File: config.mk
export PLATFORM = sky130hd
export DESIGN_NAME = prime_factor_sum_core
export DESIGN_NICKNAME = d
export VERILOG_FILES = /design/src/rtl/pfs_pkg.sv /design/src/rtl/pfs_div.sv /design/src/rtl/prime_factor_sum_core.sv
export SDC_FILE = /design/constraint.sdc
export NUM_CORES = 1
export LEC_CHECK = 0
export BUFFER_PORTS_ARGS = -buffer_cell sky130_fd_sc_hd__clkbuf_2
export CAP_MARGIN = 20
export CORE_ASPECT_RATIO = 0.5
export CORE_MARGIN = 1.5
export CORE_UTILIZATION = 47
export CTS_CLUSTER_SIZE = 16
export DETAILED_ROUTE_END_ITERATION = 10
export PLACE_DENSITY = 0.64
export SYNTH_ARGS = -nofsm -noshare
export SYNTH_HDL_FRONTEND = slang
export SYNTH_SLANG_ARGS = --single-unit
export TNS_END_PERCENT = 5
File: constraint.sdc
create_clock -name clk -period 6.6 [get_ports clk]
set_input_delay 0.99 -clock clk [delete_from_list [all_inputs] [get_ports clk]]
set_output_delay 0.99 -clock clk [all_outputs]
set_load 0.01 [all_outputs]
File: src/rtl/pfs_pkg.sv
// ----------------------------------------------------------------------------
// pfs_pkg
// shared constants and types for the prime factor sum core
// ----------------------------------------------------------------------------
package pfs_pkg;

  localparam int VALUE_BITS_DEF = 31;

  typedef enum logic [1:0] {
    ST_IDLE,
    ST_LAUNCH,
    ST_WAIT,
    ST_FINISH
  } pfs_state_t;

endpackage

File: src/rtl/pfs_div.sv
// ----------------------------------------------------------------------------
// pfs_div
// restoring divider, one quotient bit per cycle, gives quotient and remainder
// ----------------------------------------------------------------------------
module pfs_div #(
  parameter int VALUE_BITS = pfs_pkg::VALUE_BITS_DEF
) (
  input  logic                  clk,
  input  logic                  rst,
  input  logic                  start,
  input  logic [VALUE_BITS-1:0] dividend,
  input  logic [VALUE_BITS-1:0] divisor,
  output logic                  busy,
  output logic                  done,
  output logic [VALUE_BITS-1:0] quotient,
  output logic [VALUE_BITS-1:0] remainder
);
  import pfs_pkg::*;

  localparam int CW = $clog2(VALUE_BITS + 1);

  logic [VALUE_BITS-1:0] rem;
  logic [VALUE_BITS-1:0] quo;
  logic [VALUE_BITS-1:0] dsr;
  logic [CW-1:0]         cnt;
  logic [VALUE_BITS:0]   trial;

  // shift in the next dividend bit and try to subtract
  assign trial = {rem, quo[VALUE_BITS-1]} - {1'b0, dsr};

  always_ff @(posedge clk) begin
    if (rst) begin
      busy <= 1'b0;
      done <= 1'b0;
      cnt  <= '0;
    end else begin
      done <= 1'b0;
      if (start) begin
        busy <= 1'b1;
        cnt  <= CW'(VALUE_BITS);
      end else if (busy) begin
        cnt <= cnt - 1'b1;
        if (cnt == CW'(1)) begin
          busy <= 1'b0;
          done <= 1'b1;
        end
      end
    end
  end

  always_ff @(posedge clk) begin
    if (start) begin
      rem <= '0;
      quo <= dividend;
      dsr <= divisor;
    end else if (busy) begin
      if (!trial[VALUE_BITS]) begin
        rem <= trial[VALUE_BITS-1:0];
        quo <= {quo[VALUE_BITS-2:0], 1'b1};
      end else begin
        rem <= {rem[VALUE_BITS-2:0], quo[VALUE_BITS-1]};
        quo <= {quo[VALUE_BITS-2:0], 1'b0};
      end
    end
  end

  assign quotient  = quo;
  assign remainder = rem;

endmodule

File: src/rtl/prime_factor_sum_core.sv
// ----------------------------------------------------------------------------
// prime_factor_sum_core
// sums the prime factors of an integer, with multiplicity, by trial division
// ----------------------------------------------------------------------------
// One item is taken at a time. The value is factored by trial division with
// a single restoring divider that produces one quotient bit per cycle; the
// number of trial divisions is about sqrt(value) plus the number of prime
// factors, and a value below 2 skips the search. The input is accepted again
// as soon as the result sits in the output register, even while that result
// waits to be taken.
module prime_factor_sum_core #(
  parameter int VALUE_BITS = pfs_pkg::VALUE_BITS_DEF
) (
  input  logic                  clk,
  input  logic                  rst,
  input  logic                  in_valid,
  output logic                  in_stall,
  input  logic [VALUE_BITS-1:0] value,
  output logic                  out_valid,
  input  logic                  out_stall,
  output logic                  no_factor,
  output logic [VALUE_BITS-1:0] factor_sum
);
  import pfs_pkg::*;

  pfs_state_t state, state_next;

  logic [VALUE_BITS-1:0] rest, rest_next;
  logic [VALUE_BITS-1:0] d, d_next;
  logic [VALUE_BITS-1:0] total, total_next;
  logic                  divided, divided_next;
  logic                  out_valid_next;
  logic                  out_load;
  logic [VALUE_BITS-1:0] addend;
  logic [VALUE_BITS-1:0] sum;

  logic                  div_start;
  logic                  div_busy;
  logic                  div_done;
  logic [VALUE_BITS-1:0] div_quo;
  logic [VALUE_BITS-1:0] div_rem;

  pfs_div #(
    .VALUE_BITS(VALUE_BITS)
  ) u_div (
    .clk       (clk),
    .rst       (rst),
    .start     (div_start),
    .dividend  (rest),
    .divisor   (d),
    .busy      (div_busy),
    .done      (div_done),
    .quotient  (div_quo),
    .remainder (div_rem)
  );

  assign sum      = total + addend;
  assign in_stall = (state != ST_IDLE);

  always_comb begin
    state_next     = state;
    rest_next      = rest;
    d_next         = d;
    total_next     = total;
    divided_next   = divided;
    addend         = '0;
    div_start      = 1'b0;
    out_load       = 1'b0;
    out_valid_next = out_valid && out_stall;
    unique case (state)
      ST_IDLE: begin
        if (in_valid) begin
          rest_next    = value;
          d_next       = VALUE_BITS'(2);
          total_next   = '0;
          divided_next = 1'b0;
          // zero and one skip the search
          state_next   = (value[VALUE_BITS-1:1] == '0) ? ST_FINISH : ST_LAUNCH;
        end
      end
      ST_LAUNCH: begin
        div_start  = 1'b1;
        state_next = ST_WAIT;
      end
      ST_WAIT: begin
        if (div_done) begin
          if (d > div_quo) begin
            // divisor past the square root: leftover cofactor is prime
            if (divided && (rest[VALUE_BITS-1:1] != '0)) begin
              addend = rest;
            end
            total_next = sum;
            state_next = ST_FINISH;
          end else if (div_rem == '0) begin
            addend       = d;
            total_next   = sum;
            rest_next    = div_quo;
            divided_next = 1'b1;
            state_next   = ST_LAUNCH;
          end else begin
            d_next     = d + 1'b1;
            state_next = ST_LAUNCH;
          end
        end
      end
      ST_FINISH: begin
        if (!out_valid || !out_stall) begin
          out_load       = 1'b1;
          out_valid_next = 1'b1;
          state_next     = ST_IDLE;
        end
      end
      default: begin
        state_next = ST_IDLE;
      end
    endcase
  end

  always_ff @(posedge clk) begin
    if (rst) begin
      state     <= ST_IDLE;
      out_valid <= 1'b0;
      divided   <= 1'b0;
    end else begin
      state     <= state_next;
      out_valid <= out_valid_next;
      divided   <= divided_next;
    end
  end

  always_ff @(posedge clk) begin
    rest  <= rest_next;
    d     <= d_next;
    total <= total_next;
    if (out_load) begin
      no_factor  <= !divided;
      factor_sum <= divided ? total : '0;
    end
  end

  a_start_when_free: assert property (@(posedge clk) disable iff (rst)
    div_start |-> !div_busy)
    else $error("divider started while busy");

  a_done_after_busy: assert property (@(posedge clk) disable iff (rst)
    div_done |-> $past(div_busy))
    else $error("divider done without a division in flight");

  a_divisor_floor: assert property (@(posedge clk) disable iff (rst)
    (state == ST_LAUNCH || state == ST_WAIT) |-> (d[VALUE_BITS-1:1] != '0))
    else $error("trial divisor below two");

  a_no_factor_zero: assert property (@(posedge clk) disable iff (rst)
    $rose(out_valid) && no_factor |-> (factor_sum == '0))
    else $error("no-factor result with nonzero sum");

endmodule

Word level (Yosys, flattened, before mapping)
Index checks and enable logic that the tools add are counted.
{"block": "op_classes", "n_addsub": 4, "order_cmp": 1, "eq_ne": 11, "muxes": 46, "n_bitwise": 1, "n_reduce_logical": 18}
{"cell": "2-to-1 mux 31 bit", "count": 20}
{"cell": "case mux 31 bit (2 select lines)", "count": 3}
{"cell": "subtractor 32 x 31 -> 32 bit", "count": 1}
{"cell": "adder 31 x 1 -> 31 bit, second input constant", "count": 1}
{"cell": "adder 31 bit", "count": 1}
{"cell": "greater-than comparator 31 bit", "count": 1}
{"cell": "logical NOT 31 bit", "count": 1}
{"cell": "logical NOT 30 bit", "count": 1}
{"cell": "nonzero test 30 bit", "count": 1}
{"cell": "2-to-1 mux 1 bit", "count": 14}
{"cell": "2-to-1 mux 2 bit", "count": 5}
{"cell": "2-to-1 mux 5 bit", "count": 2}
{"cell": "!= test 2 bit, second input constant", "count": 5}
{"cell": "AND reduction 5 bit", "count": 2}
{"cell": "case mux 2 bit (4 select lines)", "count": 1}
{"cell": "nonzero test 2 bit", "count": 3}
{"cell": "equality test 5 x 1 -> 1 bit, second input constant", "count": 1}
{"cell": "subtractor 5 x 1 -> 5 bit, second input constant", "count": 1}
{"cell": "equality test 2 bit, second input constant", "count": 2}
{"cell": "AND reduction 4 bit", "count": 1}
{"cell": "logical NOT 1 bit", "count": 3}
{"cell": "!= test 3 bit, second input constant", "count": 1}
{"cell": "AND reduction 3 bit", "count": 1}
{"cell": "OR reduction 3 bit", "count": 1}
{"cell": "7 further kinds", "count": 8}
{"block": "word_totals", "reg_bits": 229, "in_bits": 35, "output_inout_bits": 34, "elab_cells": 95}

Depth between registers and ports, before layout
Gate-level depths: netlist of the first run.
{"block": "depth", "ltp_word": 11, "ltp_mapped": 24, "ltp_nobuf": 22}

Hierarchy
From an unflattened synthesis of the first run, not the netlist that was laid out.
{"block": "hier_totals", "hier_cells": 1393, "area_unflattened_um2": 13833.3}
{"mod": "prime_factor_sum_core", "instances": 1, "cells_each": 840, "area_per_inst_um2": 8254.2, "seq_area_each_um2": 3833.7}
{"mod": "pfs_div", "instances": 1, "cells_each": 553, "area_per_inst_um2": 5579.1, "seq_area_each_um2": 2622.5}

Worst setup path before layout of the first run
Ideal clock, no wire load.
{"block": "synth_timing", "path_kind": "register -> register", "from": "register d[2]", "to": "register total[28] (data pin)", "arrival_time_ps": 4748, "setup_slack_ps": 1586, "path_stages_with_launch": 22, "n_path_buf": 2, "period_less_slack_ps": 5014, "cell_sequence": "edfxtp_1 > ha_1 > a21oi_1 > a21oi_1 > o31a_1 > o41ai_1 > a32o_1 > and2_1 > clkbuf_1 > clkbuf_1 > a22oi_1 > nor2_1 > ha_1 > nor2b_1 > o31a_1 > o41a_1 > a31oi_1 > o21ai_1 > a2111oi_2 > o31ai_1 > xnor2_1 > nor2_1"}
{"block": "synth_between", "elab_chain_cells": 9}
{"element": "start: declaration", "line_no": "prime_factor_sum_core.sv:29", "text": "logic [VALUE_BITS-1:0] d, d_next;"}
{"element": "start signal: assignment", "line_no": "prime_factor_sum_core.sv:133", "text": "d <= d_next;"}
{"element": "greater-than comparator 31 bit / 2-to-1 mux 31 bit (equally long branches)", "line_no": "prime_factor_sum_core.sv:87, prime_factor_sum_core.sv:94"}
{"element": "2-to-1 mux 31 bit", "line_no": "prime_factor_sum_core.sv:87", "text": "if (d > div_quo) begin"}
{"element": "2-to-1 mux 31 bit", "line_no": "prime_factor_sum_core.sv:86", "text": "if (div_done) begin"}
{"element": "2-to-1 mux 31 bit", "line_no": "prime_factor_sum_core.sv:70", "text": "unique case (state)"}
{"element": "adder 31 bit", "line_no": "prime_factor_sum_core.sv:57", "text": "assign sum = total + addend;"}
{"element": "2-to-1 mux 31 bit", "line_no": "prime_factor_sum_core.sv:94", "text": "end else if (div_rem == '0) begin"}
{"element": "2-to-1 mux 31 bit *", "line_no": "prime_factor_sum_core.sv:87"}
{"element": "2-to-1 mux 31 bit *", "line_no": "prime_factor_sum_core.sv:86"}
{"element": "case mux 31 bit (2 select lines) *", "line_no": "prime_factor_sum_core.sv:70"}
{"element": "end signal: assignment", "line_no": "prime_factor_sum_core.sv:134", "text": "total <= total_next;"}
{"element": "end: declaration", "line_no": "prime_factor_sum_core.sv:30", "text": "logic [VALUE_BITS-1:0] total, total_next;"}
Mark *: on every way between the ends. The rest lies on a longest branch, timed or not. The select of a mux whose other input is x is not followed.
A chain may end at the register's enable or synchronous reset.

Worst setup path in the final report of the first run
{"block": "layout_timing", "from": "register d[21]", "to": "register total[30] (data pin)"}
Same word-level chain as after synthesis.

==> report_table.html, run 1 <==
<table>
<tr><th>Metric</th><th>Value</th></tr>
<tr><th colspan="2">Timing</th></tr>
<tr><td>Transition time at the pin with the least slew margin</td><td>between 0.9 and 1 ns</td></tr>
<tr><td>Post-layout min period</td><td>a little under 6 ns</td></tr>
<tr><td>Fin Hold WS</td><td>0.531 ns</td></tr>
<tr><td>Fin Setup TNS</td><td>0 ns</td></tr>
<tr><td>Total of endpoints with negative setup slack in the final report</td><td>0</td></tr>
<tr><td>Post-route worst setup slack</td><td>roughly 0.82 ns</td></tr>
<tr><td>Fraction of the cycle the final worst path needs</td><td>0.876</td></tr>
<tr><td>RSZ-0062 raised after global routing</td><td>false</td></tr>
<tr><td>Max_slew headroom</td><td>0.340</td></tr>
<tr><td>Endpoints failing hold</td><td>0</td></tr>
<tr><td>Final max-slew violation count</td><td>0</td></tr>
<tr><td>Max frequency</td><td>~170 MHz</td></tr>
<tr><td>Clock skew</td><td>roughly 0.017 ns</td></tr>
<tr><th colspan="2">Clock network</th></tr>
<tr><td>Source-to-sink clock delay at the later pin of the worst-skew pair</td><td>about 0.53 ns</td></tr>
<tr><td>Clock-pin slew on the worst setup and hold paths</td><td>approximately 0.07 ns</td></tr>
<tr><td>Hold buffers post-CTS</td><td>0</td></tr>
<tr><td>TritonCTS clock tree</td><td>done</td></tr>
<tr><td>Total of cells resized after clock tree synthesis</td><td>0</td></tr>
<tr><td>Clock sink total</td><td>229</td></tr>
<tr><td>Max Root-Sink Buffers</td><td>3</td></tr>
<tr><td>H-tree levels</td><td>1</td></tr>
<tr><td>Cts bufs inserted</td><td>23</td></tr>
<tr><td>Postcts setup bufs</td><td>0</td></tr>
<tr><td>Clk Tree Root Cell</td><td>sky130_fd_sc_hd__clkbuf_16</td></tr>
<tr><th colspan="2">Global route</th></tr>
<tr><td>Number of global-route vias before repair</td><td>10200</td></tr>
<tr><td>Wire length of the first global-routing pass</td><td>between 50 and 60 mm</td></tr>
<tr><td>Gr usage total</td><td>0.234</td></tr>
<tr><td>Maximum number of pins on one net before global-route repair</td><td>75</td></tr>
<tr><td>Global route overflow</td><td>0</td></tr>
<tr><td>Initial antenna violation count</td><td>0</td></tr>
<tr><th colspan="2">Layout</th></tr>
<tr><td>Total inserted antenna cells</td><td>0</td></tr>
<tr><td>Post-Layout Inst Area</td><td>about 15000 µm²</td></tr>
<tr><td>Net count reported at finish</td><td>around 1600</td></tr>
<tr><td>Final Core Density</td><td>0.541</td></tr>
<tr><td>Signed area change from the synthesized netlist to the final layout</td><td>11.2%</td></tr>
<tr><td>Commonest cells after routing, fill and taps aside</td><td>187 x sky130_fd_sc_hd__edfxtp_1, 142 x sky130_fd_sc_hd__o21ai_0, 138 x sky130_fd_sc_hd__nand2_1</td></tr>
<tr><td>Layout Cells excl Fill</td><td>around 1900</td></tr>
<tr><td>Fraction of final layout cells sized beyond drive strength 1</td><td>0.0944</td></tr>
<tr><td>Most common library cell in the layout ignoring fill and taps</td><td>sky130_fd_sc_hd__edfxtp_1</td></tr>
<tr><td>Fill count</td><td>about 2500</td></tr>
<tr><th colspan="2">Setup path</th></tr>
<tr><td>Category of the worst setup path capture point</td><td>register</td></tr>
<tr><td>Arrival @ worst endpoint</td><td>roughly 6.0 ns</td></tr>
<tr><td>Crit start category</td><td>register</td></tr>
<tr><td>Category of the most critical setup path</td><td>reg2reg</td></tr>
<tr><td>Required arrival time at the worst endpoint</td><td>6.85 ns</td></tr>
<tr><td>Highest net fanout along the worst path</td><td>17</td></tr>
<tr><th colspan="2">Synthesis</th></tr>
<tr><td>Number of enable-type register cells in the synthesized netlist</td><td>approximately 190</td></tr>
<tr><td>Synthesis Warnings</td><td>0</td></tr>
<tr><td>Number of instances in the synthesized netlist</td><td>~1400</td></tr>
<tr><td>Total of flip-flops plus latches after synthesis</td><td>around 230</td></tr>
<tr><td>Cell accounting for the most synthesized area</td><td>sky130_fd_sc_hd__edfxtp_1</td></tr>
<tr><td>Leading register cell type out of synthesis</td><td>sky130_fd_sc_hd__edfxtp_1</td></tr>
<tr><td>Distinct cell type count of the synthesized netlist</td><td>around 70</td></tr>
<tr><td>Total nets after synthesis</td><td>between 1500 and 2000</td></tr>
<tr><td>Combined area of all synthesized cells</td><td>13700 µm²</td></tr>
<tr><td>Fraction of registers with async set/reset</td><td>0</td></tr>
<tr><td>Sequential area share after synthesis</td><td>0.472</td></tr>
<tr><td>Area share of the largest cell type after synthesis</td><td>0.410</td></tr>
<tr><td>Cell types occupying the most area after synthesis</td><td>sky130_fd_sc_hd__edfxtp_1 41%, sky130_fd_sc_hd__ha_1 8.7%, sky130_fd_sc_hd__dfxtp_1 6.1%, sky130_fd_sc_hd__o21ai_0 5.2%, sky130_fd_sc_hd__a21oi_1 4.0%</td></tr>
<tr><td>Avg Inst Size Synth</td><td>just under 10 µm²</td></tr>
<tr><th colspan="2">Power</th></tr>
<tr><td>Overall power</td><td>around 5 mW</td></tr>
<tr><td>Reg power frac</td><td>0.404</td></tr>
<tr><td>Internal power of the cells</td><td>3.19 mW</td></tr>
<tr><td>VDD IR max</td><td>roughly 0.22 mV</td></tr>
<tr><td>Pwr per Cell Area</td><td>320 nW/µm²</td></tr>
<tr><td>Clock network power share</td><td>0.270</td></tr>
<tr><td>Leakage power summed over all cells</td><td>5.87 nW</td></tr>
<tr><td>Net switching power</td><td>approximately 1.7 mW</td></tr>
<tr><td>Switching share of power</td><td>0.345</td></tr>
<tr><td>Combinational group share of total power</td><td>0.326</td></tr>
<tr><th colspan="2">Floorplanning</th></tr>
<tr><td>Chip height</td><td>~120 µm</td></tr>
<tr><td>Std-Cell Core Area</td><td>~28000 µm²</td></tr>
<tr><td>Die width</td><td>244 µm</td></tr>
<tr><td>Placement row count</td><td>43</td></tr>
<tr><td>Initial Utilization</td><td>0.486</td></tr>
<tr><td>Full die area</td><td>between 30000 and 40000 µm²</td></tr>
<tr><td>Count of boundary I/O pins</td><td>between 60 and 70</td></tr>
<tr><th colspan="2">Placed design</th></tr>
<tr><td>HPWL Detailed</td><td>25.6 mm</td></tr>
<tr><td>Final weighted congestion in routability-driven placement</td><td>around 0.9</td></tr>
<tr><td>Port Buffer Count</td><td>68</td></tr>
<tr><td># placed instances</td><td>~1800</td></tr>
<tr><td>Worst setup timing slack at the placement stage</td><td>a little under 1 ns</td></tr>
<tr><td>Post-DP Area</td><td>14400 µm²</td></tr>
<tr><th colspan="2">Routing</th></tr>
<tr><td>Final wirelength</td><td>35.4 mm</td></tr>
<tr><td>DR iter-0 viols</td><td>1063</td></tr>
<tr><td>Post-DRT Antenna Nets</td><td>0</td></tr>
<tr><td>Mean routed wirelength per cell</td><td>~19 µm</td></tr>
<tr><td>Vias</td><td>approximately 11000</td></tr>
<tr><td>Mean number of vias per cell</td><td>between 5 and 6</td></tr>
<tr><td>Post-route DRC violation count</td><td>0</td></tr>
<tr><td>Count of TritonRoute iterations in the first routing pass</td><td>6</td></tr>
<tr><th colspan="2">Flow run</th></tr>
<tr><td>Number of maximum-capacitance constraint violations</td><td>0</td></tr>
<tr><th colspan="2">Status</th></tr>
<tr><td>Status</td><td>completed</td></tr>
<tr><th colspan="2">Min path</th></tr>
<tr><td>Worst min path class</td><td>reg2reg</td></tr>
</table>
## per-layer routing
layer | vias up | routed length (µm) | share of wire | global-route usage
met5 | - | 0 | 0 | 0
met4 | 0 | 656 | 0.019 | 0.0482
met3 | 47 | 2410 | 0.068 | 0.0418
met2 | 311 | 15500 | 0.44 | 0.370
met1 | 5217 | 16900 | 0.48 | 0.339
li1 | 5283 | - | - | -
## cells in the mapped netlist (34+ instances only)
library cell               number
sky130_fd_sc_hd__clkbuf_1      54
sky130_fd_sc_hd__nor2_1       119
sky130_fd_sc_hd__nand2_1      138
sky130_fd_sc_hd__dfxtp_1       42
sky130_fd_sc_hd__a21oi_1      110
sky130_fd_sc_hd__ha_1          95
sky130_fd_sc_hd__o21ai_0      142
sky130_fd_sc_hd__inv_1         85
sky130_fd_sc_hd__edfxtp_1     187
sky130_fd_sc_hd__and2_1        34
sky130_fd_sc_hd__xor2_1        34
sky130_fd_sc_hd__xnor2_1       37
## worst paths after layout
check                          start                  to  cells past startpoint  slack [ns]
hold / removal    u_div.remainder[8]  u_div.remainder[8]                      2        0.53
setup reg to reg               d[21]           total[30]                     19        0.82
setup / recovery               d[21]           total[30]                     19        0.82
hold reg to reg   u_div.remainder[8]  u_div.remainder[8]                      2        0.53
## layout make-up
| type | instances | area (µm²) | share of cell area |
|---|---|---|---|
| timing repair buffer | 84 | 533 | 0.0350 |
| clock inverter | 12 | 116 | 0.00765 |
| multi-input combinational | 1043 | 6690 | 0.440 |
| sequential | 229 | 6460 | 0.424 |
| tap | 382 | 478 | 0.0314 |
| clock buffer | 29 | 618 | 0.0406 |
| inverter | 86 | 323 | 0.0212 |
## power groups by stage
stage	Sequential, mW	Combinational (mW)	Clock (mW)
CTS	1.96	1.57	1.34
detailed placement	1.99	1.55	0
floorplan	1.92	1.32	0
finish	1.97	1.58	1.31
global placement	1.99	1.52	0
global route	1.99	1.77	1.39
## logic make-up (layout without fill, tap and decap cells)
family                     count (synthesis)  after routing  share of synthesized area
AOI/OAI and AO/OA                        385            385                      0.167
DFF                                      229            229                      0.472
muxes                                     26             26                     0.0195
xor gates and xnor gates                  71             71                     0.0454
buffers and inverters                    146            211                     0.0429
adders and majority gates                 97             97                     0.0898
and+or+nand+nor                          464            464                      0.164
## critical path, cell delays in order (launching register included)
cell and delay [ns]:
sky130_fd_sc_hd__edfxtp_1 0.52, sky130_fd_sc_hd__ha_1 0.36, sky130_fd_sc_hd__nand4_1 0.14, sky130_fd_sc_hd__nor4_1 0.49, sky130_fd_sc_hd__o41ai_1 0.17, sky130_fd_sc_hd__a32o_1 0.39, sky130_fd_sc_hd__and2_1 0.21, sky130_fd_sc_hd__buf_4 0.21
sky130_fd_sc_hd__a22oi_1 0.30, sky130_fd_sc_hd__nor2_1 0.08, sky130_fd_sc_hd__ha_1 0.34, sky130_fd_sc_hd__nor2b_1 0.17, sky130_fd_sc_hd__o31a_1 0.28, sky130_fd_sc_hd__o41a_1 0.44, sky130_fd_sc_hd__a31oi_1 0.35, sky130_fd_sc_hd__o21ai_1 0.17
sky130_fd_sc_hd__a2111oi_2 0.52, sky130_fd_sc_hd__o21ai_1 0.13, sky130_fd_sc_hd__a21oi_1 0.15, sky130_fd_sc_hd__nor3b_1 0.06
## registers in the layout, summed over array words and instances, names as in the netlist
| name | cells |
|---|---|
| rest | 31 |
| out_valid | 1 |
| u_div.cnt | 5 |
| u_div.done | 1 |
| divided | 1 |
| state | 2 |
| no_factor | 1 |
| factor_sum | 31 |
| u_div.remainder | 31 |
| total | 31 |
| u_div.busy | 1 |
| u_div.dsr | 31 |
| d | 31 |
| u_div.quotient | 31 |
Power figures use the tool's default switching activity.
==> run 2, diff against run 1 <==
--- a/config.mk
+++ b/config.mk
@@ -10,6 +10,7 @@
 export CORE_ASPECT_RATIO = 0.5
 export CORE_MARGIN = 1.5
 export CORE_UTILIZATION = 47
+export CTS_BUF_LIST = sky130_fd_sc_hd__clkbuf_8 sky130_fd_sc_hd__clkbuf_16
 export CTS_CLUSTER_SIZE = 16
 export DETAILED_ROUTE_END_ITERATION = 10
 export PLACE_DENSITY = 0.64
==> report_table.html, run 2 (synthesized netlist as in run 1, its figures left out) <==
<table>
<tr><th>Metric</th><th>Value</th></tr>
<tr><th colspan="2">Status</th></tr>
<tr><td>Status</td><td>completed</td></tr>
<tr><th colspan="2">Routing</th></tr>
<tr><td>Mean routed wirelength per cell</td><td>19.0 µm (-0.11%)</td></tr>
<tr><td>Mean number of vias per cell</td><td>5.83 (+0.14%)</td></tr>
<tr><td>Vias</td><td>10900 (+0.14%)</td></tr>
<tr><td>Final wirelength</td><td>35.4 mm (-0.11%)</td></tr>
<tr><td>Post-route DRC violation count</td><td>0 (unchanged)</td></tr>
<tr><td>Count of TritonRoute iterations in the first routing pass</td><td>5 (-1)</td></tr>
<tr><td>Post-DRT Antenna Nets</td><td>0 (unchanged)</td></tr>
<tr><td>DR iter-0 viols</td><td>1055 (-0.75%)</td></tr>
<tr><th colspan="2">Power</th></tr>
<tr><td>Leakage power summed over all cells</td><td>5.89 nW (+0.28%)</td></tr>
<tr><td>Pwr per Cell Area</td><td>319 nW/µm² (-0.15%)</td></tr>
<tr><td>VDD IR max</td><td>0.215 mV (-0.38%)</td></tr>
<tr><td>Overall power</td><td>4.86 mW (-0.15%)</td></tr>
<tr><th colspan="2">Clock network</th></tr>
<tr><td>Total of cells resized after clock tree synthesis</td><td>0 (unchanged)</td></tr>
<tr><td>Cts bufs inserted</td><td>23 (unchanged)</td></tr>
<tr><td>Clk Tree Root Cell</td><td>sky130_fd_sc_hd__clkbuf_16</td></tr>
<tr><td>Source-to-sink clock delay at the later pin of the worst-skew pair</td><td>0.53 ns (about the same)</td></tr>
<tr><td>Postcts setup bufs</td><td>0 (unchanged)</td></tr>
<tr><td>Clock-pin slew on the worst setup and hold paths</td><td>0.07 ns (about the same)</td></tr>
<tr><td>Hold buffers post-CTS</td><td>0 (unchanged)</td></tr>
<tr><td>H-tree levels</td><td>1 (unchanged)</td></tr>
<tr><td>Max Root-Sink Buffers</td><td>3 (unchanged)</td></tr>
<tr><td>Clock sink total</td><td>229 (unchanged)</td></tr>
<tr><td>TritonCTS clock tree</td><td>done</td></tr>
<tr><th colspan="2">Timing</th></tr>
<tr><td>Fraction of the cycle the final worst path needs</td><td>0.874 (-0.00229)</td></tr>
<tr><td>Post-layout min period</td><td>5.77 ns (-0.0151 ns)</td></tr>
<tr><td>Max frequency</td><td>173 MHz (+0.26%)</td></tr>
<tr><td>Transition time at the pin with the least slew margin</td><td>0.886 ns (-0.0948 ns)</td></tr>
<tr><td>Post-route worst setup slack</td><td>0.831 ns (+0.0151 ns)</td></tr>
<tr><td>Endpoints failing hold</td><td>0 (unchanged)</td></tr>
<tr><td>Total of endpoints with negative setup slack in the final report</td><td>0 (unchanged)</td></tr>
<tr><td>Fin Setup TNS</td><td>0 ns (unchanged)</td></tr>
<tr><td>Final max-slew violation count</td><td>0 (unchanged)</td></tr>
<tr><td>Max_slew headroom</td><td>0.404 (+0.0638)</td></tr>
<tr><td>Clock skew</td><td>0.0176 ns (+0.000741 ns)</td></tr>
<tr><td>RSZ-0062 raised after global routing</td><td>false</td></tr>
<tr><th colspan="2">Floorplanning</th></tr>
<tr><td>Std-Cell Core Area</td><td>28100 µm² (unchanged)</td></tr>
<tr><td>Placement row count</td><td>43 (unchanged)</td></tr>
<tr><td>Count of boundary I/O pins</td><td>69 (unchanged)</td></tr>
<tr><td>Initial Utilization</td><td>0.486 (unchanged)</td></tr>
<tr><td>Chip height</td><td>124 µm (unchanged)</td></tr>
<tr><td>Die width</td><td>244 µm (unchanged)</td></tr>
<tr><td>Full die area</td><td>30200 µm² (unchanged)</td></tr>
<tr><th colspan="2">Setup path</th></tr>
<tr><td>End point of the critical path</td><td>total[30]</td></tr>
<tr><td>Crit path largest cell delay</td><td>0.52 ns (about the same)</td></tr>
<tr><td>Library cell contributing the largest single delay on the critical path</td><td>sky130_fd_sc_hd__edfxtp_1</td></tr>
<tr><td>Reg2reg start</td><td>d[21]</td></tr>
<tr><td>Timing startpoint of the critical path</td><td>d[21]</td></tr>
<tr><td>Category of the most critical setup path</td><td>reg2reg</td></tr>
<tr><td>Arrival @ worst endpoint</td><td>6.01 ns (-0.02 ns)</td></tr>
<tr><td>Category of the worst setup path capture point</td><td>register</td></tr>
<tr><td>Required arrival time at the worst endpoint</td><td>6.84 ns (about the same)</td></tr>
<tr><td>Number of cells on the worst reg-to-reg path</td><td>19 (unchanged)</td></tr>
<tr><td>Worst path cell trace</td><td>ha_1, nand4_1, nor4_1, o41ai_1, a32o_1, and2_1, buf_4, a22oi_1, nor2_1, ha_1, nor2b_1, o31a_1, o41a_1, a31oi_1, o21ai_1, a2111oi_2, o21ai_1, a21oi_1, nor3b_1</td></tr>
<tr><td>CP top delay family</td><td>compound AO/OA/AOI/OAI gates</td></tr>
<tr><td>Slack of the worst reg-to-reg path</td><td>0.83 ns (+0.02 ns)</td></tr>
<tr><td>Crit start category</td><td>register</td></tr>
<tr><td>Highest net fanout along the worst path</td><td>17 (unchanged)</td></tr>
<tr><td>Total buffers and inverters traversed by the critical path</td><td>1 (unchanged)</td></tr>
<tr><td>Number of stages on the worst setup path</td><td>19 (unchanged)</td></tr>
<tr><td>End of the worst register-to-register path</td><td>total[30]</td></tr>
<tr><th colspan="2">Placed design</th></tr>
<tr><td>Final weighted congestion in routability-driven placement</td><td>0.902 (unchanged)</td></tr>
<tr><td>Worst setup timing slack at the placement stage</td><td>0.983 ns (unchanged)</td></tr>
<tr><td>Port Buffer Count</td><td>68 (unchanged)</td></tr>
<tr><td># placed instances</td><td>1820 (unchanged)</td></tr>
<tr><td>HPWL Detailed</td><td>25.6 mm (unchanged)</td></tr>
<tr><th colspan="2">Min path</th></tr>
<tr><td>Worst min path class</td><td>reg2reg</td></tr>
<tr><th colspan="2">Layout</th></tr>
<tr><td>Fraction of final layout cells sized beyond drive strength 1</td><td>0.0944 (unchanged)</td></tr>
<tr><td>Final Core Density</td><td>0.541 (unchanged)</td></tr>
<tr><td>Layout Cells excl Fill</td><td>1865 (unchanged)</td></tr>
<tr><td>Net count reported at finish</td><td>1599 (unchanged)</td></tr>
<tr><td>Signed area change from the synthesized netlist to the final layout</td><td>11.2% (unchanged)</td></tr>
<tr><td>Register area</td><td>6460 µm² (unchanged)</td></tr>
<tr><td>Total inserted antenna cells</td><td>0 (unchanged)</td></tr>
<tr><td>Fill count</td><td>2489 (unchanged)</td></tr>
<tr><td>Most common library cell in the layout ignoring fill and taps</td><td>sky130_fd_sc_hd__edfxtp_1</td></tr>
<tr><td>Commonest cells after routing, fill and taps aside</td><td>187 x sky130_fd_sc_hd__edfxtp_1, 142 x sky130_fd_sc_hd__o21ai_0, 138 x sky130_fd_sc_hd__nand2_1</td></tr>
<tr><td>Combined area of the multi-input logic cells</td><td>6690 µm² (unchanged)</td></tr>
<tr><th colspan="2">Global route</th></tr>
<tr><td>Initial antenna violation count</td><td>0 (unchanged)</td></tr>
<tr><td>Number of global-route vias before repair</td><td>10200 (-0.0098%)</td></tr>
<tr><td>Wire length of the first global-routing pass</td><td>55.5 mm (unchanged)</td></tr>
<tr><td>Gr usage total</td><td>0.234 (unchanged)</td></tr>
<tr><td>Maximum number of pins on one net before global-route repair</td><td>75 (unchanged)</td></tr>
<tr><td>Global route overflow</td><td>0 (unchanged)</td></tr>
<tr><th colspan="2">Flow run</th></tr>
<tr><td>Number of maximum-capacitance constraint violations</td><td>0 (unchanged)</td></tr>
</table>
==> run 2: cell count changes in the layout (fill, tap and decap cells not counted) <==
| cell | change |
|---|---|
| sky130_fd_sc_hd__clkbuf_1 | -4 |
| sky130_fd_sc_hd__inv_1 | +4 |
==> run 2: routing by layer <==
layer,track usage,up-vias,wire length (µm)
met2,0.370,319,15500
met5,0,-,0
met4,0.0482,0,651
met3,0.0418,45,2500
li1,-,5279,-
met1,0.339,5230,16800
==> run 2: power by group <==
part | internal [mW] | total, mW | switching, mW
Combinational | 0.661 | 1.58 | 0.921
Sequential | 1.78 | 1.97 | 0.186
Clock | 0.738 | 1.31 | 0.570
Total | 3.18 | 4.86 | 1.68
==> run 2: cell type report <==
type	instances	area share
repair buffers	84	0.0350
multi-input cells	1043	0.440
well taps	382	0.0314
clock buffers	25	0.0396
inverters	86	0.0212
flip-flops and latches	229	0.424
clock inverters	16	0.00863
==> run 2: worst min path at each step <==
stage | startpoint | end | slack (ns) | cells past startpoint
3_5_place_dp | u_div.remainder[8] | u_div.remainder[8] | 0.52 | 2
5_1_grt | u_div.remainder[8] | u_div.remainder[8] | 0.56 | 2
2_1_floorplan | u_div.remainder[8] | u_div.remainder[8] | 0.49 | 2
4_1_cts | u_div.remainder[8] | u_div.remainder[8] | 0.53 | 2
3_3_place_gp | d[30] | u_div.dsr[30] | 0.51 | 0
6_report | u_div.remainder[8] | u_div.remainder[8] | 0.53 | 2
==> run 2: stage by stage <==
step	hold WS (ns)	instance area (µm²)
finish	0.530	15200
global route	0.556	15200
CTS	0.531	15100
detailed placement	0.520	14400
global placement	0.507	14400
floorplan	0.490	13700
==> run 2: worst register-to-register path, delay by kind of cell, from the launching register on <==
kind	cells	cell delay (ns)
flops	1	0.52
buf+inv	1	0.21
fa+ha+maj	2	0.70
compound gates	10	2.89
simple gates	6	1.15
==> run 3, diff against run 2 <==
--- a/config.mk
+++ b/config.mk
@@ -8,12 +8,13 @@
 export BUFFER_PORTS_ARGS = -buffer_cell sky130_fd_sc_hd__clkbuf_2
 export CAP_MARGIN = 20
 export CORE_ASPECT_RATIO = 0.5
-export CORE_MARGIN = 1.5
+export CORE_MARGIN = 2
 export CORE_UTILIZATION = 47
 export CTS_BUF_LIST = sky130_fd_sc_hd__clkbuf_8 sky130_fd_sc_hd__clkbuf_16
 export CTS_CLUSTER_SIZE = 16
 export DETAILED_ROUTE_END_ITERATION = 10
 export PLACE_DENSITY = 0.64
+export RECOVER_POWER = 25
 export SYNTH_ARGS = -nofsm -noshare
 export SYNTH_HDL_FRONTEND = slang
 export SYNTH_SLANG_ARGS = --single-unit
==> report_table.html, run 3 (synthesized netlist as in run 1, its figures left out) <==
<table>
<tr><th>Metric</th><th>Value</th></tr>
<tr><th colspan="2">Layout</th></tr>
<tr><td>Net count reported at finish</td><td>1596 (-0.19%)</td></tr>
<tr><td>Fraction of final layout cells sized beyond drive strength 1</td><td>0.0865 (-0.00792)</td></tr>
<tr><td>Register area</td><td>6460 µm² (unchanged)</td></tr>
<tr><td>Combined area of the multi-input logic cells</td><td>6670 µm² (-0.32%)</td></tr>
<tr><td>Layout Cells excl Fill</td><td>1871 (+0.32%)</td></tr>
<tr><td>Signed area change from the synthesized netlist to the final layout</td><td>10.6%</td></tr>
<tr><td>Final Core Density</td><td>0.526 (-0.0149)</td></tr>
<tr><td>Most common library cell in the layout ignoring fill and taps</td><td>sky130_fd_sc_hd__edfxtp_1</td></tr>
<tr><td>Total inserted antenna cells</td><td>0 (unchanged)</td></tr>
<tr><td>Post-Layout Inst Area</td><td>15100 µm² (-0.50%)</td></tr>
<tr><td>Fill count</td><td>2582 (+3.7%)</td></tr>
<tr><td>Commonest cells after routing, fill and taps aside</td><td>187 x sky130_fd_sc_hd__edfxtp_1, 142 x sky130_fd_sc_hd__o21ai_0, 138 x sky130_fd_sc_hd__nand2_1</td></tr>
<tr><th colspan="2">Floorplanning</th></tr>
<tr><td>Die width</td><td>245 µm (+0.41%)</td></tr>
<tr><td>Chip height</td><td>125 µm (+0.81%)</td></tr>
<tr><td>Full die area</td><td>30600 µm² (+1.2%)</td></tr>
<tr><td>Count of boundary I/O pins</td><td>69 (unchanged)</td></tr>
<tr><td>Std-Cell Core Area</td><td>28800 µm² (+2.3%)</td></tr>
<tr><td>Initial Utilization</td><td>0.475 (-0.0111)</td></tr>
<tr><td>Placement row count</td><td>44 (+2.3%)</td></tr>
<tr><th colspan="2">Power</th></tr>
<tr><td>Leakage power summed over all cells</td><td>5.81 nW (-1.4%)</td></tr>
<tr><td>Overall power</td><td>4.88 mW (+0.42%)</td></tr>
<tr><td>VDD IR max</td><td>0.194 mV (-9.8%)</td></tr>
<tr><td>Pwr per Cell Area</td><td>322 nW/µm² (+0.93%)</td></tr>
<tr><th colspan="2">Routing</th></tr>
<tr><td>DR iter-0 viols</td><td>952 (-9.8%)</td></tr>
<tr><td>Post-route DRC violation count</td><td>0 (unchanged)</td></tr>
<tr><td>Final wirelength</td><td>35.8 mm (+1.3%)</td></tr>
<tr><td>Count of TritonRoute iterations in the first routing pass</td><td>5 (unchanged)</td></tr>
<tr><td>Mean number of vias per cell</td><td>5.80 (-0.47%)</td></tr>
<tr><td>Vias</td><td>10900 (-0.15%)</td></tr>
<tr><td>Post-DRT Antenna Nets</td><td>0 (unchanged)</td></tr>
<tr><td>Mean routed wirelength per cell</td><td>19.2 µm (+0.97%)</td></tr>
<tr><th colspan="2">Placed design</th></tr>
<tr><td>Port Buffer Count</td><td>68 (unchanged)</td></tr>
<tr><td>Post-DP Area</td><td>14400 µm² (+0.17%)</td></tr>
<tr><td>Final weighted congestion in routability-driven placement</td><td>0.909 (+0.87%)</td></tr>
<tr><td># placed instances</td><td>1828 (+0.44%)</td></tr>
<tr><td>HPWL Detailed</td><td>25.8 mm (+0.78%)</td></tr>
<tr><td>Worst setup timing slack at the placement stage</td><td>0.832 ns (-0.151 ns)</td></tr>
<tr><th colspan="2">Global route</th></tr>
<tr><td>Initial antenna violation count</td><td>0 (unchanged)</td></tr>
<tr><td>Wire length of the first global-routing pass</td><td>56.8 mm (+2.2%)</td></tr>
<tr><td>Global route overflow</td><td>0 (unchanged)</td></tr>
<tr><td>Maximum number of pins on one net before global-route repair</td><td>95 (+27%)</td></tr>
<tr><td>Number of global-route vias before repair</td><td>10500 (+3.3%)</td></tr>
<tr><td>Gr usage total</td><td>0.234 (-0.000365)</td></tr>
<tr><th colspan="2">Clock network</th></tr>
<tr><td>Hold buffers post-CTS</td><td>0 (unchanged)</td></tr>
<tr><td>Total of cells resized after clock tree synthesis</td><td>0 (unchanged)</td></tr>
<tr><td>H-tree levels</td><td>1 (unchanged)</td></tr>
<tr><td>Clock sink total</td><td>229 (unchanged)</td></tr>
<tr><td>Postcts setup bufs</td><td>0 (unchanged)</td></tr>
<tr><td>Clk Tree Root Cell</td><td>sky130_fd_sc_hd__clkbuf_16</td></tr>
<tr><td>Source-to-sink clock delay at the later pin of the worst-skew pair</td><td>0.54 ns (about the same)</td></tr>
<tr><td>Clock-pin slew on the worst setup and hold paths</td><td>0.07 ns (about the same)</td></tr>
<tr><td>TritonCTS clock tree</td><td>done</td></tr>
<tr><td>Cts bufs inserted</td><td>23 (unchanged)</td></tr>
<tr><td>Max Root-Sink Buffers</td><td>3 (unchanged)</td></tr>
<tr><th colspan="2">Timing</th></tr>
<tr><td>Fraction of the cycle the final worst path needs</td><td>0.875 (+0.000944)</td></tr>
<tr><td>Endpoints failing hold</td><td>0 (unchanged)</td></tr>
<tr><td>Clock skew</td><td>0.0255 ns (+0.00787 ns)</td></tr>
<tr><td>Max_slew headroom</td><td>-0.0994 (-0.504)</td></tr>
<tr><td>Total of endpoints with negative setup slack in the final report</td><td>0 (unchanged)</td></tr>
<tr><td>Post-layout min period</td><td>5.77 ns (+0.00623 ns)</td></tr>
<tr><td>Max frequency</td><td>173 MHz (-0.11%)</td></tr>
<tr><td>Transition time at the pin with the least slew margin</td><td>1.65 ns (+0.763 ns)</td></tr>
<tr><td>Fin Hold WS</td><td>0.496 ns (-0.0341 ns)</td></tr>
<tr><td>RSZ-0062 raised after global routing</td><td>false</td></tr>
<tr><td>Post-route worst setup slack</td><td>0.825 ns (-0.00623 ns)</td></tr>
<tr><td>Final max-slew violation count</td><td>111 (+111)</td></tr>
<tr><td>Fin Setup TNS</td><td>0 ns (unchanged)</td></tr>
<tr><th colspan="2">Setup path</th></tr>
<tr><td>Arrival @ worst endpoint</td><td>6.03 ns (+0.02 ns)</td></tr>
<tr><td>Required arrival time at the worst endpoint</td><td>6.86 ns (+0.02 ns)</td></tr>
<tr><td>Category of the most critical setup path</td><td>reg2reg</td></tr>
<tr><td>Crit path largest cell delay</td><td>0.58 ns (+0.06 ns)</td></tr>
<tr><td>Category of the worst setup path capture point</td><td>register</td></tr>
<tr><td>Library cell contributing the largest single delay on the critical path</td><td>sky130_fd_sc_hd__a2111oi_2</td></tr>
<tr><td>Worst path cell trace</td><td>ha_1, nand4_1, nor4_1, o41ai_1, a32o_1, and2_1, buf_4, a22oi_1, nor2_1, ha_1, inv_1, fa_1, nor2b_1, o31a_1, o41a_1, a31oi_1, o21ai_1, a2111oi_2, o21ai_1, a21oi_1, nor3b_1</td></tr>
<tr><td>Highest net fanout along the worst path</td><td>26 (+9)</td></tr>
<tr><td>Crit start category</td><td>register</td></tr>
<tr><td>Number of cells on the worst reg-to-reg path</td><td>21 (+2)</td></tr>
<tr><th colspan="2">Status</th></tr>
<tr><td>Status</td><td>complete, but fails checks</td></tr>
<tr><td>Violations in the final reports</td><td>capacitance limit, slew limit</td></tr>
<tr><th colspan="2">Min path</th></tr>
<tr><td>Worst min path class</td><td>reg2reg</td></tr>
<tr><td>Hold-critical path depth</td><td>2 (unchanged)</td></tr>
<tr><th colspan="2">Flow run</th></tr>
<tr><td>Number of maximum-capacitance constraint violations</td><td>3 (+3)</td></tr>
</table>
==> run 3: cell count changes in the layout (fill, tap and decap cells not counted), moves of 2 or more <==
cell | before | now
sky130_fd_sc_hd__clkinv_1 | 0 | 3
sky130_fd_sc_hd__and2_0 | 0 | 21
sky130_fd_sc_hd__clkinv_2 | 8 | 3
sky130_fd_sc_hd__buf_4 | 12 | 8
sky130_fd_sc_hd__clkbuf_1 | 0 | 3
sky130_fd_sc_hd__clkinvlp_4 | 1 | 4
sky130_fd_sc_hd__and2_1 | 34 | 13
sky130_fd_sc_hd__nand2b_1 | 15 | 17
==> run 3: final timing paths <==
path                   from   endpoint  slack, ns
setup / recovery      d[22]  total[30]       0.83
hold / removal    out_valid  out_valid       0.50
setup reg to reg      d[22]  total[30]       0.83
hold reg to reg   out_valid  out_valid       0.50
==> run 3: critical path: cells and delay by family, from the launching register on <==
kind	cells	cell delay (ns)
DFF	1	0.50
adders and majority gates	3	0.78
and+or+nand+nor	6	1.07
AOI/OAI and AO/OA	10	2.79
buffers and inverters	2	0.33
==> run 3: cell type report <==
type                            count  area share
Clock buffer                       25      0.0398
Inverter                           86      0.0213
Multi-Input combinational cell   1043       0.441
Clock inverter                     16     0.00868
Tap cell                          391      0.0323
Timing Repair Buffer               81      0.0308
Sequential cell                   229       0.426
==> run 3: metal layers <==
layer  share of wire  up-vias  global-route usage
met1            0.47     5161               0.342
li1                -     5257                   -
met4           0.026        0              0.0684
met5               0        -                   0
met3           0.070       59              0.0412
met2            0.43      380               0.356
==> run 3: report_power, final <==
group | internal (mW) | switching [mW] | total [mW]
combinational | 0.659 | 0.923 | 1.58
sequential | 1.78 | 0.189 | 1.97
clock | 0.736 | 0.589 | 1.33
